<file path="config.mk">
export PLATFORM = sky130hd
export DESIGN_NAME = mips_decode_and_execute_top
export DESIGN_NICKNAME = d
export VERILOG_FILES = /design/src/mdx_pkg.sv /design/src/mips_decode_and_execute_top.sv /design/src/mdx_decode.sv /design/src/mdx_uop_queue.sv /design/src/mdx_exec.sv
export SDC_FILE = /design/constraint.sdc
export NUM_CORES = 1
export LEC_CHECK = 0
export ABC_AREA = 1
export BUFFER_PORTS_ARGS = -buffer_cell sky130_fd_sc_hd__buf_4
export CAP_MARGIN = 20
export CORE_MARGIN = 8
export CORE_UTILIZATION = 45
export DETAILED_ROUTE_END_ITERATION = 10
export GPL_TIMING_DRIVEN = 0
export PLACE_DENSITY = 0.68
export SYNTH_ARGS = -nofsm -noshare
export SYNTH_HDL_FRONTEND = slang
export SYNTH_SLANG_ARGS = --single-unit
</file>
<file path="constraint.sdc">
create_clock -name clk -period 10.9 [get_ports clk]
set_input_delay 0 -clock clk [delete_from_list [all_inputs] [get_ports clk]]
set_output_delay 0 -clock clk [all_outputs]
set_load 0.05 [all_outputs]
</file>
<file path="src/mdx_pkg.sv">
// ----------------------------------------------------------------------------
// mdx_pkg: shared types for the mips decode and execute block
// Word formats on both channels, the decoded micro-op that crosses the
// queue, and the operation codes that the front end hands to the back end.
// ----------------------------------------------------------------------------
package mdx_pkg;

  // default depth of the queue between front end and back end
  localparam int MDX_QUEUE_DEPTH = 4;

  // input word: one instruction with its operands
  typedef struct packed {
    logic [31:0] instr_word;
    logic [31:0] rs_value;
    logic [31:0] rt_value;
    logic [31:0] pc;
  } mdx_in_t;

  // result word
  typedef struct packed {
    logic [31:0] result;
    logic [4:0]  dest_reg;
    logic        dest_wen;
    logic        mem_read;
    logic        mem_write;
    logic [31:0] store_data;
    logic [31:0] next_pc;
    logic        redirect;
    logic        unsupported;
  } mdx_out_t;

  // alu operation picked by the decoder
  typedef enum logic [3:0] {
    ALU_ZERO,
    ALU_ADD,
    ALU_SUB,
    ALU_AND,
    ALU_OR,
    ALU_NOR,
    ALU_SLT,
    ALU_SLTU,
    ALU_SLL,
    ALU_SRL,
    ALU_PASSB
  } mdx_alu_op_t;

  // control transfer kind
  typedef enum logic [2:0] {
    BR_NONE,
    BR_EQ,
    BR_NE,
    BR_JUMP,
    BR_JR
  } mdx_br_t;

  // decoded instruction, queued between front end and back end
  typedef struct packed {
    mdx_alu_op_t alu_op;
    mdx_br_t     br;
    logic [31:0] opa;
    logic [31:0] opb;
    logic [4:0]  shamt;
    logic [4:0]  dest_reg;
    logic        dest_wen;
    logic        mem_read;
    logic        mem_write;
    logic [31:0] store_data;
    logic        unsupported;
    logic [31:0] pc4;
    logic [31:0] target;
  } mdx_uop_t;

endpackage

</file>
<file path="src/mips_decode_and_execute_top.sv">
// An accepted word is written into the decoded-word queue and is then executed
// from the queue head into the output register when nothing waits ahead of it.
// Throughput: one word per cycle, held up only by pop stalls; full rises once
// the decoded-word queue (QUEUE_DEPTH entries) and the output register fill.
// Reset: synchronous active-low rst_n empties the queue and the output register.
// ----------------------------------------------------------------------------
// mips_decode_and_execute_top: mips-32 subset decode and execute
// Front end decodes each instruction into a queue, the back end executes
// the queue head into an output register read as a queue.
// ----------------------------------------------------------------------------
module mips_decode_and_execute_top
  import mdx_pkg::*;
#(
  parameter int QUEUE_DEPTH = MDX_QUEUE_DEPTH
)(
  input  logic     clk,
  input  logic     rst_n,
  input  logic     push,
  output logic     full,
  input  mdx_in_t  in_word,
  output logic     empty,
  input  logic     pop,
  output mdx_out_t out_word
);

  mdx_uop_t dec_uop;
  mdx_uop_t head_uop;
  logic     q_wr;
  logic     q_empty;
  logic     q_rd;

  // front end
  mdx_decode u_decode (
    .in_word (in_word),
    .uop     (dec_uop)
  );

  assign q_wr = push && !full;

  // queue between front end and back end
  mdx_uop_queue #(
    .DEPTH (QUEUE_DEPTH)
  ) u_queue (
    .clk     (clk),
    .rst_n   (rst_n),
    .wr_en   (q_wr),
    .wr_data (dec_uop),
    .full    (full),
    .rd_en   (q_rd),
    .rd_data (head_uop),
    .empty   (q_empty)
  );

  // back end
  mdx_exec u_exec (
    .clk        (clk),
    .rst_n      (rst_n),
    .head_valid (!q_empty),
    .head       (head_uop),
    .head_pop   (q_rd),
    .empty      (empty),
    .pop        (pop),
    .out_word   (out_word)
  );

endmodule

</file>
<file path="src/mdx_decode.sv">
// ----------------------------------------------------------------------------
// mdx_decode: instruction classifier
// Splits the instruction into fields, picks the alu operation, the second
// operand, destination and memory flags, and works out pc+4 and the
// branch or jump target ahead of the back end.
// ----------------------------------------------------------------------------
module mdx_decode
  import mdx_pkg::*;
(
  input  mdx_in_t  in_word,
  output mdx_uop_t uop
);

  // opcodes
  localparam logic [5:0] OP_RTYPE = 6'h00;
  localparam logic [5:0] OP_J     = 6'h02;
  localparam logic [5:0] OP_JAL   = 6'h03;
  localparam logic [5:0] OP_BEQ   = 6'h04;
  localparam logic [5:0] OP_BNE   = 6'h05;
  localparam logic [5:0] OP_ADDIU = 6'h09;
  localparam logic [5:0] OP_SLTIU = 6'h0b;
  localparam logic [5:0] OP_ANDI  = 6'h0c;
  localparam logic [5:0] OP_ORI   = 6'h0d;
  localparam logic [5:0] OP_LUI   = 6'h0f;
  localparam logic [5:0] OP_LW    = 6'h23;
  localparam logic [5:0] OP_SW    = 6'h2b;

  // function codes of r-type
  localparam logic [5:0] FN_SLL  = 6'h00;
  localparam logic [5:0] FN_SRL  = 6'h02;
  localparam logic [5:0] FN_JR   = 6'h08;
  localparam logic [5:0] FN_ADD  = 6'h20;
  localparam logic [5:0] FN_ADDU = 6'h21;
  localparam logic [5:0] FN_SUB  = 6'h22;
  localparam logic [5:0] FN_SUBU = 6'h23;
  localparam logic [5:0] FN_AND  = 6'h24;
  localparam logic [5:0] FN_OR   = 6'h25;
  localparam logic [5:0] FN_NOR  = 6'h27;
  localparam logic [5:0] FN_SLT  = 6'h2a;
  localparam logic [5:0] FN_SLTU = 6'h2b;

  localparam logic [4:0] LINK_REG = 5'd31;

  logic [5:0]  op;
  logic [5:0]  fn;
  logic [4:0]  rt;
  logic [4:0]  rd;
  logic [15:0] imm;
  logic [31:0] seimm;
  logic [31:0] zimm;
  logic [31:0] pc4;
  logic [31:0] cond_target;
  logic [31:0] jmp_target;

  mdx_alu_op_t alu_op;
  mdx_br_t     br;
  logic [31:0] opb;
  logic [4:0]  dest;
  logic        wr;
  logic        mrd;
  logic        mwr;
  logic [31:0] sdata;
  logic        bad;

  // field split
  assign op    = in_word.instr_word[31:26];
  assign rt    = in_word.instr_word[20:16];
  assign rd    = in_word.instr_word[15:11];
  assign fn    = in_word.instr_word[5:0];
  assign imm   = in_word.instr_word[15:0];
  assign seimm = {{16{imm[15]}}, imm};
  assign zimm  = {16'd0, imm};

  // next-pc candidates
  assign pc4         = in_word.pc + 32'd4;
  assign cond_target = pc4 + {seimm[29:0], 2'b00};
  assign jmp_target  = {pc4[31:28], in_word.instr_word[25:0], 2'b00};

  // classification
  always_comb begin
    alu_op = ALU_ZERO;
    br     = BR_NONE;
    opb    = in_word.rt_value;
    dest   = 5'd0;
    wr     = 1'b0;
    mrd    = 1'b0;
    mwr    = 1'b0;
    sdata  = 32'd0;
    bad    = 1'b0;
    case (op)
      OP_RTYPE: begin
        dest = rd;
        wr   = 1'b1;
        case (fn)
          FN_ADD, FN_ADDU: alu_op = ALU_ADD;
          FN_SUB, FN_SUBU: alu_op = ALU_SUB;
          FN_AND:          alu_op = ALU_AND;
          FN_OR:           alu_op = ALU_OR;
          FN_NOR:          alu_op = ALU_NOR;
          FN_SLT:          alu_op = ALU_SLT;
          FN_SLTU:         alu_op = ALU_SLTU;
          FN_SLL:          alu_op = ALU_SLL;
          FN_SRL:          alu_op = ALU_SRL;
          FN_JR: begin
            dest = 5'd0;
            wr   = 1'b0;
            br   = BR_JR;
          end
          default: bad = 1'b1;
        endcase
      end
      OP_ADDIU: begin
        dest = rt; wr = 1'b1; alu_op = ALU_ADD; opb = seimm;
      end
      OP_ANDI: begin
        dest = rt; wr = 1'b1; alu_op = ALU_AND; opb = zimm;
      end
      OP_ORI: begin
        dest = rt; wr = 1'b1; alu_op = ALU_OR; opb = zimm;
      end
      OP_LUI: begin
        dest = rt; wr = 1'b1; alu_op = ALU_PASSB; opb = {imm, 16'd0};
      end
      OP_SLTIU: begin
        dest = rt; wr = 1'b1; alu_op = ALU_SLTU; opb = seimm;
      end
      OP_LW: begin
        dest = rt; wr = 1'b1; mrd = 1'b1; alu_op = ALU_ADD; opb = seimm;
      end
      OP_SW: begin
        mwr = 1'b1; alu_op = ALU_ADD; opb = seimm; sdata = in_word.rt_value;
      end
      OP_BEQ: br = BR_EQ;
      OP_BNE: br = BR_NE;
      OP_J:   br = BR_JUMP;
      OP_JAL: begin
        br = BR_JUMP; dest = LINK_REG; wr = 1'b1; alu_op = ALU_PASSB; opb = pc4;
      end
      default: bad = 1'b1;
    endcase
    // unsupported encodings leave no side effects
    if (bad) begin
      alu_op = ALU_ZERO;
      br     = BR_NONE;
      dest   = 5'd0;
      wr     = 1'b0;
      mrd    = 1'b0;
      mwr    = 1'b0;
      sdata  = 32'd0;
    end
  end

  // decoded word
  always_comb begin
    uop.alu_op      = alu_op;
    uop.br          = br;
    uop.opa         = in_word.rs_value;
    uop.opb         = opb;
    uop.shamt       = in_word.instr_word[10:6];
    uop.dest_reg    = dest;
    uop.dest_wen    = wr && (dest != 5'd0);
    uop.mem_read    = mrd;
    uop.mem_write   = mwr;
    uop.store_data  = sdata;
    uop.unsupported = bad;
    uop.pc4         = pc4;
    uop.target      = ((br == BR_EQ) || (br == BR_NE)) ? cond_target : jmp_target;
  end

endmodule

</file>
<file path="src/mdx_uop_queue.sv">
// ----------------------------------------------------------------------------
// mdx_uop_queue: decoupling queue
// Small circular queue of decoded words between the front end and the
// back end; head entry is shown without delay.
// ----------------------------------------------------------------------------
module mdx_uop_queue
  import mdx_pkg::*;
#(
  parameter int DEPTH = MDX_QUEUE_DEPTH
)(
  input  logic     clk,
  input  logic     rst_n,
  input  logic     wr_en,
  input  mdx_uop_t wr_data,
  output logic     full,
  input  logic     rd_en,
  output mdx_uop_t rd_data,
  output logic     empty
);

  localparam int PTR_W = (DEPTH > 1) ? $clog2(DEPTH) : 1;
  localparam int CNT_W = $clog2(DEPTH + 1);
  localparam logic [PTR_W-1:0] LAST = PTR_W'(DEPTH - 1);

  mdx_uop_t           entries_r [DEPTH];
  logic [PTR_W-1:0]   wr_ptr_r, wr_ptr_nxt;
  logic [PTR_W-1:0]   rd_ptr_r, rd_ptr_nxt;
  logic [CNT_W-1:0]   cnt_r, cnt_nxt;

  assign full    = (cnt_r == CNT_W'(DEPTH));
  assign empty   = (cnt_r == '0);
  assign rd_data = entries_r[rd_ptr_r];

  // pointer and count update
  always_comb begin
    wr_ptr_nxt = wr_ptr_r;
    rd_ptr_nxt = rd_ptr_r;
    cnt_nxt    = cnt_r;
    if (wr_en) begin
      wr_ptr_nxt = (wr_ptr_r == LAST) ? '0 : wr_ptr_r + 1'b1;
    end
    if (rd_en) begin
      rd_ptr_nxt = (rd_ptr_r == LAST) ? '0 : rd_ptr_r + 1'b1;
    end
    if (wr_en && !rd_en) begin
      cnt_nxt = cnt_r + 1'b1;
    end else if (rd_en && !wr_en) begin
      cnt_nxt = cnt_r - 1'b1;
    end
  end

  // control state
  always_ff @(posedge clk) begin
    if (!rst_n) begin
      wr_ptr_r <= '0;
      rd_ptr_r <= '0;
      cnt_r    <= '0;
    end else begin
      wr_ptr_r <= wr_ptr_nxt;
      rd_ptr_r <= rd_ptr_nxt;
      cnt_r    <= cnt_nxt;
    end
  end

  // storage
  always_ff @(posedge clk) begin
    if (wr_en) begin
      entries_r[wr_ptr_r] <= wr_data;
    end
  end

endmodule

</file>
<file path="src/mdx_exec.sv">
// ----------------------------------------------------------------------------
// mdx_exec: execute back end
// Runs the alu and resolves branches for the head of the queue, and
// holds the finished result word in an output register.
// ----------------------------------------------------------------------------
module mdx_exec
  import mdx_pkg::*;
(
  input  logic     clk,
  input  logic     rst_n,
  input  logic     head_valid,
  input  mdx_uop_t head,
  output logic     head_pop,
  output logic     empty,
  input  logic     pop,
  output mdx_out_t out_word
);

  logic        out_valid_r, out_valid_nxt;
  mdx_out_t    out_word_r;
  mdx_out_t    res;
  logic [31:0] alu_y;
  logic        eq;

  // take the head whenever the output register is free or being drained
  assign head_pop      = head_valid && (!out_valid_r || pop);
  assign out_valid_nxt = head_pop || (out_valid_r && !pop);

  // alu
  always_comb begin
    case (head.alu_op)
      ALU_ADD:   alu_y = head.opa + head.opb;
      ALU_SUB:   alu_y = head.opa - head.opb;
      ALU_AND:   alu_y = head.opa & head.opb;
      ALU_OR:    alu_y = head.opa | head.opb;
      ALU_NOR:   alu_y = ~(head.opa | head.opb);
      ALU_SLT:   alu_y = {31'd0, ($signed(head.opa) < $signed(head.opb))};
      ALU_SLTU:  alu_y = {31'd0, (head.opa < head.opb)};
      ALU_SLL:   alu_y = head.opb << head.shamt;
      ALU_SRL:   alu_y = head.opb >> head.shamt;
      ALU_PASSB: alu_y = head.opb;
      default:   alu_y = 32'd0;
    endcase
  end

  // branch resolution and result assembly
  assign eq = (head.opa == head.opb);

  always_comb begin
    res.result      = alu_y;
    res.dest_reg    = head.dest_reg;
    res.dest_wen    = head.dest_wen;
    res.mem_read    = head.mem_read;
    res.mem_write   = head.mem_write;
    res.store_data  = head.store_data;
    res.unsupported = head.unsupported;
    res.next_pc     = head.pc4;
    res.redirect    = 1'b0;
    case (head.br)
      BR_EQ: begin
        if (eq) begin
          res.next_pc  = head.target;
          res.redirect = 1'b1;
        end
      end
      BR_NE: begin
        if (!eq) begin
          res.next_pc  = head.target;
          res.redirect = 1'b1;
        end
      end
      BR_JUMP: begin
        res.next_pc  = head.target;
        res.redirect = 1'b1;
      end
      BR_JR: begin
        res.next_pc  = head.opa;
        res.redirect = 1'b1;
      end
      default: ;
    endcase
  end

  // output register valid
  always_ff @(posedge clk) begin
    if (!rst_n) begin
      out_valid_r <= 1'b0;
    end else begin
      out_valid_r <= out_valid_nxt;
    end
  end

  // output register payload
  always_ff @(posedge clk) begin
    if (head_pop) begin
      out_word_r <= res;
    end
  end

  assign empty    = !out_valid_r;
  assign out_word = out_word_r;

endmodule

</file>
==> metrics.md, run 1 <==
| Metric | Value |
|---|---|
| Switching part of the total power | ~54% |
| Worst path max stage delay | about 0.88 ns |
| Fill cell count | around 9300 |
| CP top delay family | compound AO/OA/AOI/OAI gates |
| Crit path max fanout | 10 |
| Internal | 8797 uW |
| Gr ovfl total | 0 |
| RSZ-0062 raised after global routing | no |
| R2R Setup Slk | 4.99 ns |
| Drt first pass iters | 6 |
| Synth Area in Compound Gates | under 10% |
| Final instance area | 0.05440 mm2 |
| Residual DRC count | 0 |
| CP arrival | 6.30 ns |
| Ys async rst share | 0% |
| Slew @ Worst Pin | about 1.2 ns |
| Syn Inst Count | 5218 |
| Setup crit end kind | flop |
| Min Tclk post-route | ~5.9 ns |
| Setup CP Type | flop to flop |
| CP most frequent cell | nand2_1 |
| Final Cycle Share | 54.19% |
| Reg-to-Reg End | u_exec.out_word[87] |
| Synth warnings | 0 |
| HPWL after DPL | 148.9 mm |
| Comb power frac | ~62% |
| Core area | 0.1017 mm2 |
| Clk root buf | clkbuf_16 |
| Worst path required time | 11.30 ns |
| Worst path bufs/invs | 5 |
| Wire per inst | between 20 and 30 um |
| Final hold vios | 0 |
| Clock power share | 15.3% |
| Area share of fa/ha/maj cells after synthesis | 3.753% |
| Max-cap check violation count | 0 |
| Via-per-instance ratio | 5.855 |
| Syn_nets | approximately 5500 |
| Main combinational cell family by area after synthesis | simple AND/OR/NAND/NOR gates |
| Area occupied by registers | 0.02512 mm2 |
| Nets | about 6000 |
| Synthesis-to-finish area growth | 17.88% |
| CTS Buf Count | 85 |
| Reg clk slew, reported paths | 0.07 ns |
| Pwr Density | 352.3 mW/mm2 |
| Routed vias | about 42000 |
| Row cnt | 117 |
| Final Max Slew Viols | 0 |
| Cell Area, Synth | between 0.04 and 0.05 mm2 |
| Worst hold-check path type | input port to flop |
| Total Routing Usage GR | about 33% |
| Total wire length | 194.7 mm |
| Vert. Die Dim | 336.2 um |
| Final Skew | 0.03443 ns |
| Post-synth cell types | 55 |
| Register-to-Register Path Depth | 18 |
| First-pass GRT wire length | 275.0 mm |
| Post-Route Utilization | a little over half |
| Area after DPL | 0.05037 mm2 |
| Final setup vio count | 0 |
| Die area | 0.1130 mm2 |
| Num ports | 240 |
| Ys flop type | edfxtp_1 |
| # H-tree levels | 3 |
| Status | finished, final reports clean |
| Rel. slew slack | 21.21% |
| Register area share after synthesis | 54.45% |
| Initial antenna violation count | 12 |
| Multi-input logic area | 0.01761 mm2 |
| Starting DRT DRC Count | roughly 5700 |
| IO buf count | 239 |
| Initial core utilization | 45.36% |
| Leak | between 0.02 and 0.025 uW |
| Hold WS | roughly 0.043 ns |
| Layout cell share with drive strength beyond 1 | 10.57% |
| Post-synthesis mux area share | 0% |
| Gpl congestion | 1.038 |
| Pin count of the biggest net entering global routing | 33 |
| Worst-Skew Late Latency | 0.67 ns |
| TritonCTS clock tree | yes |
| Net switching power | 10370 uW |
| Peak VDD IR | 0.2142 mV |
| Vias in the first global route | 39380 |
| Register share of total power | 23.0% |
| Hold path startpoint | in_word[20] |
| ANT nets after route | 0 |
| Avg Inst Size Synth | 8.844 um2 |
| CTS sink cnt | 840 |
| Slowest-stage cell, CP | a32oi_1 |
| Die W | about 340 um |
| Post-synth EDFFs | slightly above 800 |
| Endpoint, Worst Hold | u_queue.entries_r[0][52] |
| F_max | 0.1693 GHz |
| Hold path depth | 4 |
| Post-synthesis register bit count | 840 |
| Crit-path cells | inv_2 -> buf_4 -> buf_2 -> buf_1 -> a21oi_1 -> a32oi_1 -> inv_1 -> ha_1 -> nand2_1 -> nor2_1 -> nand2_1 -> nand3_1 -> nand2_1 -> nand2_1 -> o21ai_0 -> o211ai_1 -> nor2_1 -> nand2_1 |
| Post-Synth Simple-Gate Area | 23.97% |
| Xor-xnor portion of the synthesized cell area | 0.5884% |
| CTS max path bufs | 3 |
| Worst setup SP type | flop |
-- cell type report --
cell class | instances | share of cell area [%]
antenna | 9 | 0.04140
buffer | 232 | 2.217
clock buffer | 108 | 4.165
clock inverter | 47 | 0.9269
inverter | 597 | 4.131
multi-input combinational | 3549 | 32.36
sequential | 840 | 46.19
tap | 1368 | 3.146
timing repair buffer | 396 | 6.822
-- layout by cell type, fill, tap and decap left out, types with 32 or more instances in the layout --
cell / Yosys / final
a21oi_1: 209 / 209
a22oi_1: 39 / 39
a32oi_1: 32 / 32
buf_2: 88 / 88
buf_4: 26 / 266
clkbuf_1: 85 / 105
clkbuf_16: 0 / 87
dlygate4sd3_1: 0 / 123
edfxtp_1: 830 / 830
ha_1: 132 / 132
inv_1: 576 / 576
nand2_1: 1337 / 1337
nand3_1: 605 / 605
nand4_1: 79 / 79
nor2_1: 453 / 448
nor3_1: 48 / 48
o211ai_1: 43 / 43
o21ai_0: 289 / 289
o22ai_1: 88 / 88
-- repair_timing --
item / 4_1_cts / 5_1_grt
hold buffers: 122 / 1
endpoints found under the hold margin: 566 / 4
resized for setup: 0 / 0
buffers inserted: 0 / 0
-- metrics by stage --
stage | TNS (ns) | total power [uW] | setup WS [ns] | instances
2_1_floorplan | 0 | 11340 | 1.670 | 5218
3_3_place_gp | -3181.67 | 15990 | -4.725 | 6825
3_5_place_dp | 0 | 15840 | 4.989 | 6858
4_1_cts | 0 | 18830 | 4.985 | 7135
5_1_grt | 0 | 20010 | 4.809 | 7144
6_report | 0 | 19170 | 4.993 | 7146
-- synth_stat cells, types with 4 or more instances --
library cell	instances	share of area, %
o21bai_1	13	0.21
and2_1	5	0.068
nand4_1	79	1.1
o221ai_1	10	0.19
o2111ai_1	13	0.25
nor2_1	453	3.7
buf_4	26	0.42
a31oi_1	6	0.081
nand3_1	605	6.6
xnor2_1	8	0.15
a21o_1	5	0.081
o211ai_1	43	0.70
o21ai_1	21	0.23
buf_2	88	0.95
or2_0	7	0.095
or2_2	22	0.30
inv_2	17	0.14
o22ai_1	88	1.2
buf_6	17	0.41
dfxtp_1	10	0.43
nand3b_1	5	0.081
nand2_1	1337	11
nor2_4	5	0.12
a22oi_1	39	0.63
xor2_1	23	0.44
nor2_2	6	0.081
buf_1	16	0.13
edfxtp_1	830	54
ha_1	132	3.6
a21oi_1	209	2.3
nor4_1	4	0.054
clkbuf_1	85	0.69
o21ai_0	289	3.1
nand2_2	16	0.22
o31ai_1	4	0.065
a32oi_1	32	0.61
fa_1	4	0.17
nor3_1	48	0.52
inv_1	576	4.7
-- power by group through the flow --
stage	clock (uW)	sequential (uW)	combinational, uW
6_report	2930	4400	11800
5_1_grt	3080	4440	12500
4_1_cts	2960	4400	11500
3_5_place_dp	0	4460	11400
3_3_place_gp	0	4670	11300
2_1_floorplan	0	5300	6040
-- registers in the layout (all words and copies together) (netlist names), named ones only --
| register | cells |
|---|---|
| u_queue.entries_r | 724 |
| u_queue.cnt_r | 3 |
| u_queue.wr_ptr_r | 2 |
| u_queue.rd_ptr_r | 2 |
| u_exec.out_valid_r | 1 |
| u_exec.out_word | 106 |
-- how the worst max path moves through the flow --
| stage | slack [ns] | to | depth (start not counted) | from |
|---|---|---|---|---|
| 6_report | 4.99 | u_exec.out_word[87] | 18 | flop |
| 2_1_floorplan | 1.67 | u_queue.entries_r[0][0] | 4 | u_queue.cnt_r[0] |
| 4_1_cts | 4.98 | u_exec.out_word[87] | 18 | flop |
| 3_3_place_gp | -4.73 | u_queue.entries_r[0][26] | 4 | u_queue.cnt_r[0] |
| 5_1_grt | 4.81 | u_exec.out_word[6] | 18 | flop |
| 3_5_place_dp | 4.99 | u_exec.out_word[87] | 18 | flop |
-- worst register-to-register path, cell delays in order, from the launching register on --
cell and delay [ns]:
dfxtp_1 0.40, inv_2 0.27, buf_4 0.26, buf_2 0.35
buf_1 0.51, a21oi_1 0.11, a32oi_1 0.88, inv_1 0.38
ha_1 0.50, nand2_1 0.11, nor2_1 0.07, nand2_1 0.07
nand3_1 0.31, nand2_1 0.17, nand2_1 0.16, o21ai_0 0.65
o211ai_1 0.18, nor2_1 0.15, nand2_1 0.13
-- per-layer routing --
layer  vias to the layer above  global-route usage, %  routed length [um]
met1                     20040                  43.50               76440
li1                      18800                      -                   -
met3                       525                  5.422               17370
met4                         8                  17.15               12230
met5                         -                      0                  57
met2                      2477                  53.94               88610
-- cell families (layout without fill, tap and decap cells) --
family | after synthesis | after routing
other | 0 | 9
xor gates and xnor gates | 31 | 31
adders and majority gates | 136 | 136
AOI/OAI and AO/OA | 779 | 779
buffers and inverters | 829 | 1380
and+or+nand+nor | 2603 | 2603
DFF | 840 | 840
No activity file was read; power rests on OpenSTA's default activity.
==> inputs of run 2 (changes only) <==
--- a/config.mk
+++ b/config.mk
@@ -5,14 +5,14 @@
 export SDC_FILE = /design/constraint.sdc
 export NUM_CORES = 1
 export LEC_CHECK = 0
-export ABC_AREA = 1
+export ABC_AREA = 0
 export BUFFER_PORTS_ARGS = -buffer_cell sky130_fd_sc_hd__buf_4
 export CAP_MARGIN = 20
 export CORE_MARGIN = 8
 export CORE_UTILIZATION = 45
 export DETAILED_ROUTE_END_ITERATION = 10
 export GPL_TIMING_DRIVEN = 0
-export PLACE_DENSITY = 0.68
+export PLACE_DENSITY = 0.7
 export SYNTH_ARGS = -nofsm -noshare
 export SYNTH_HDL_FRONTEND = slang
 export SYNTH_SLANG_ARGS = --single-unit
==> constraint.sdc (replaced) <==
create_clock -name clk -period 4.95 [get_ports clk]
set_input_delay 0 -clock clk [delete_from_list [all_inputs] [get_ports clk]]
set_output_delay 0 -clock clk [all_outputs]
set_load 0.05 [all_outputs]
==> run 2 against run 1 <==
Compared with the run above:
- the flow now finishes with violations (setup timing)
- final area down 6.1%
- clock power up 120%
- synthesized area down 8.4%
- final cell count down 31%
- worst setup slack worse by 5.0 ns
- via count down 25%
- clock-buffer cell count down 5
- power up 93%
- routed wire length down 26%
- hold slack worse by 0.022 ns
- critical endpoint is now u_exec.out_word[103]
- largest power group unchanged
- highest routed layer unchanged
==> metrics.md, run 2 <==
| Metric | Value |
|---|---|
| Status | complete, but fails checks |
| Failing checks | setup timing |
| Post-synth cell types | 81 (+47%) |
| Xor-xnor portion of the synthesized cell area | 1.139% (+0.55 points) |
| Setup crit end kind | flop |
| Core area | 0.09319 mm2 (-8.4%) |
| Synth warnings | 0 (unchanged) |
| Max reg flops | 724 (unchanged) |
| Post-Synth Simple-Gate Area | 7.554% (-16 points) |
| Num ports | 240 (unchanged) |
| Via-per-instance ratio | 6.336 (+8.2%) |
| Worst-Skew Late Latency | 0.67 ns (about the same) |
| Routed vias | 31260 (-25%) |
| IO buf count | 235 (-1.7%) |
| Ys async rst share | 0% (unchanged) |
| Post-synthesis register bit count | 840 (unchanged) |
| Worst hold-check path type | input port to flop |
| Slew @ Worst Pin | 1.182 ns (+0.008888 ns) |
| Synthesis-to-finish area growth | 20.81% |
| CTS max path bufs | 3 (unchanged) |
| Reg clk slew, reported paths | 0.06 ns (about the same) |
| Hold path startpoint | in_word[19] |
| Endpoint, Worst Hold | u_queue.entries_r[0][51] |
| Gr ovfl total | 0 (unchanged) |
| Peak VDD IR | 0.6309 mV (+190%) |
| Total wire length | 144.9 mm (-26%) |
| # H-tree levels | 3 (unchanged) |
| Setup CP Type | flop to flop |
| Vert. Die Dim | 322.5 um (-4.1%) |
| Ys flop type | edfxtp_1 |
| Register-to-Register Path Depth | 15 (-3) |
| Reg-to-Reg End | u_exec.out_word[103] |
| HPWL after DPL | 104.5 mm (-30%) |
| Final setup vio count | 1 (+1) |
| Total Routing Usage GR | 27.07% (-6.4 points) |
| RSZ-0062 raised after global routing | yes |
| Max-cap check violation count | 0 (unchanged) |
| Top-count cell post-synth | edfxtp_1 |
| Initial core utilization | 45.37% (about the same) |
| ANT nets after route | 0 (unchanged) |
| Gpl congestion | 1.050 (+1.2%) |
| Register share of total power | 26.1% (+3.1 points) |
| CTS Buf Count | 86 (+1.2%) |
| CP arrival | 5.30 ns (-1.00 ns) |
| Switching part of the total power | 45.99% (-8.1 points) |
| Row cnt | 112 (-4.3%) |
| Synth Area in Compound Gates | 12.38% (+2.6 points) |
| Fill cell count | 7426 (-20%) |
| R2R Setup Slk | -0.02 ns (-5.01 ns) |
| F_max | 0.2013 GHz (+19%) |
| TritonCTS clock tree | yes |
| Residual DRC count | 0 (unchanged) |
| Clock power share | 17.7% (+2.4 points) |
| Reg with most FFs | u_queue.entries_r |
| Most common cell after layout, fill and taps aside | edfxtp_1 |
| Worst path required time | 5.28 ns (-6.02 ns) |
| Drt first pass iters | 6 (unchanged) |
| CTS sink cnt | 840 (unchanged) |
| Commonest cells after routing, fill and taps aside | edfxtp_1 (830), buf_4 (267), nand2_1 (226) |
| Avg Inst Size Synth | 13.60 um2 (+54%) |
| Min Tclk post-route | 4.968 ns (-0.9382 ns) |
| Crit path max fanout | 10 (unchanged) |
| Register area share after synthesis | 59.42% (+5.0 points) |
| Nets | 3869 (-35%) |
| Net switching power | 17000 uW (+64%) |
| Top cell type by total area after synthesis | edfxtp_1 |
| Cell Area, Synth | 0.04228 mm2 (-8.4%) |
| Fin Setup TNS | -0.01840 ns (-0.01840 ns) |
| Post-synth EDFFs | 830 (unchanged) |
| Final hold vios | 0 (unchanged) |
| Layout cell share with drive strength beyond 1 | 20.59% (+10 points) |
| Synth top area cells | edfxtp_1 (59%), mux4_2 (9.7%), ha_1 (3.9%) |
| Initial antenna violation count | 13 (+1) |
| Hold WS | 0.02089 ns (-0.02165 ns) |
| Pwr Density | 723.8 mW/mm2 (+110%) |
| Top-area cell type share of the netlist area | 58.94% (+4.9 points) |
| Die W | 322.5 um (-4.1%) |
| Pin count of the biggest net entering global routing | 59 (+79%) |
| Main combinational cell family by area after synthesis | multiplexers |
| Internal | 19970 uW (+130%) |
| Wire per inst | 29.37 um (+7.8%) |
| Worst setup SP type | flop |
| Starting DRT DRC Count | 4291 (-25%) |
| Hold path depth | 2 (-2) |
| Leak | 0.01792 uW (-21%) |
| Final Skew | 0.03740 ns (+0.002970 ns) |
| Syn_nets | 3377 (-38%) |
| Post-synthesis mux area share | 12.54% (+13 points) |
| Area share of fa/ha/maj cells after synthesis | 4.095% (+0.34 points) |
| Die area | 0.1040 mm2 (-8.0%) |
| Most frequent cells after synthesis | edfxtp_1 (830), nand2_1 (227), nor2_1 (208) |
| Vias in the first global route | 29940 (-24%) |
| Syn Inst Count | 3109 (-40%) |
| First-pass GRT wire length | 205.8 mm (-25%) |
| Rel. slew slack | 20.61% (-0.60 points) |
| Clk root buf | clkbuf_16 |
| Comb power frac | 56.2% (-5.5 points) |
| Final Max Slew Viols | 0 (unchanged) |
| Final Cycle Share | 100.4% (+46 points) |
| Worst setup margin | -0.01840 ns (-5.012 ns) |
-- run 2: changes by cell type in the layout (fill, tap and decap cells not counted), moves of 91 or more --
cell	change
nand2_1	-1111
nand3_1	-565
inv_1	-462
nor2_1	-242
mux4_2	+182
o21ai_0	-131
mux2i_1	+91
-- run 2: repair_timing --
action                                 CTS  global route
hold buffers                           125             2
setup buffers                           23             8
pin swaps                               11             7
endpoints found under the hold margin  645             8
setup endpoints to repair               65            84
gates resized for setup                120            50
-- run 2: power groups by stage --
stage / combinational [uW] / sequential (uW) / clock, uW
6_report: 20800 / 9650 / 6560
5_1_grt: 21500 / 9740 / 6890
4_1_cts: 19900 / 9650 / 6650
3_5_place_dp: 18800 / 9780 / 0
3_3_place_gp: 18700 / 9940 / 0
2_1_floorplan: 10500 / 11400 / 0
-- run 2: cells by family after synthesis --
group / after synthesis
compound gates: 779
xor+xnor: 55
fa+ha+maj: 136
buf+inv: 308
flops: 840
mux: 298
simple gates: 693
-- run 2: layout make-up --
class	instances	area, um2	area share, %
Buffer	179	934.6	1.830
Tap cell	1254	1569	3.071
Inverter	121	469.2	0.9185
Clock buffer	103	2237	4.379
Antenna cell	8	20.02	0.03919
Clock inverter	56	609.3	1.193
Sequential cell	840	25120	49.18
Timing Repair Buffer	412	3747	7.335
Multi-Input combinational cell	1961	16370	32.05
-- run 2: worst max path at each step --
stage | to | slack (ns) | cells past startpoint
finish | u_exec.out_word[103] | -0.02 | 15
global route | u_exec.out_word[103] | -0.08 | 15
CTS | u_queue.entries_r[2][24] | 0.003 | 17
detailed placement | u_exec.out_word[5] | -2.28 | 16
global placement | u_queue.cnt_r[2] | -2.54 | 8
floorplan | u_exec.out_word[104] | 0.007 | 19
-- run 2: critical path, cell delays in order (launching register included) --
cell and delay, ns:
dfxtp_1 0.33, buf_6 0.12, buf_6 0.18, buf_6 0.21, mux4_2 0.65, clkinvlp_4 0.24, ha_1 0.30, nor2_1 0.15
o221ai_1 0.21, a211oi_2 0.45, o2111ai_4 0.23, a211o_1 0.40, a31oi_2 0.27, a21oi_1 0.18, a221oi_2 0.36, o221ai_1 0.33
-- run 2: stage by stage --
| stage | area, um2 | util [%] | power (uW) | cells | setup WS [ns] |
|---|---|---|---|---|---|
| finish | 51090 | 54.82 | 36970 | 4934 | -0.01840 |
| detailed placement | 46120 | 49.49 | 28620 | 4617 | -2.282 |
| global placement | 45640 | 48.98 | 28620 | 4598 | -2.540 |
| floorplan | 42310 | - | 21940 | 3109 | 0.007380 |
| global route | 51080 | 54.81 | 38170 | 4930 | -0.08399 |
| CTS | 50830 | 54.54 | 36160 | 4920 | 0.003439 |
-- run 2: routing by layer --
metal	share of wire (%)	track usage, %
met2	47	43.40
met3	9.8	5.000
met4	6.2	14.59
met5	0.021	0
met1	37	34.98
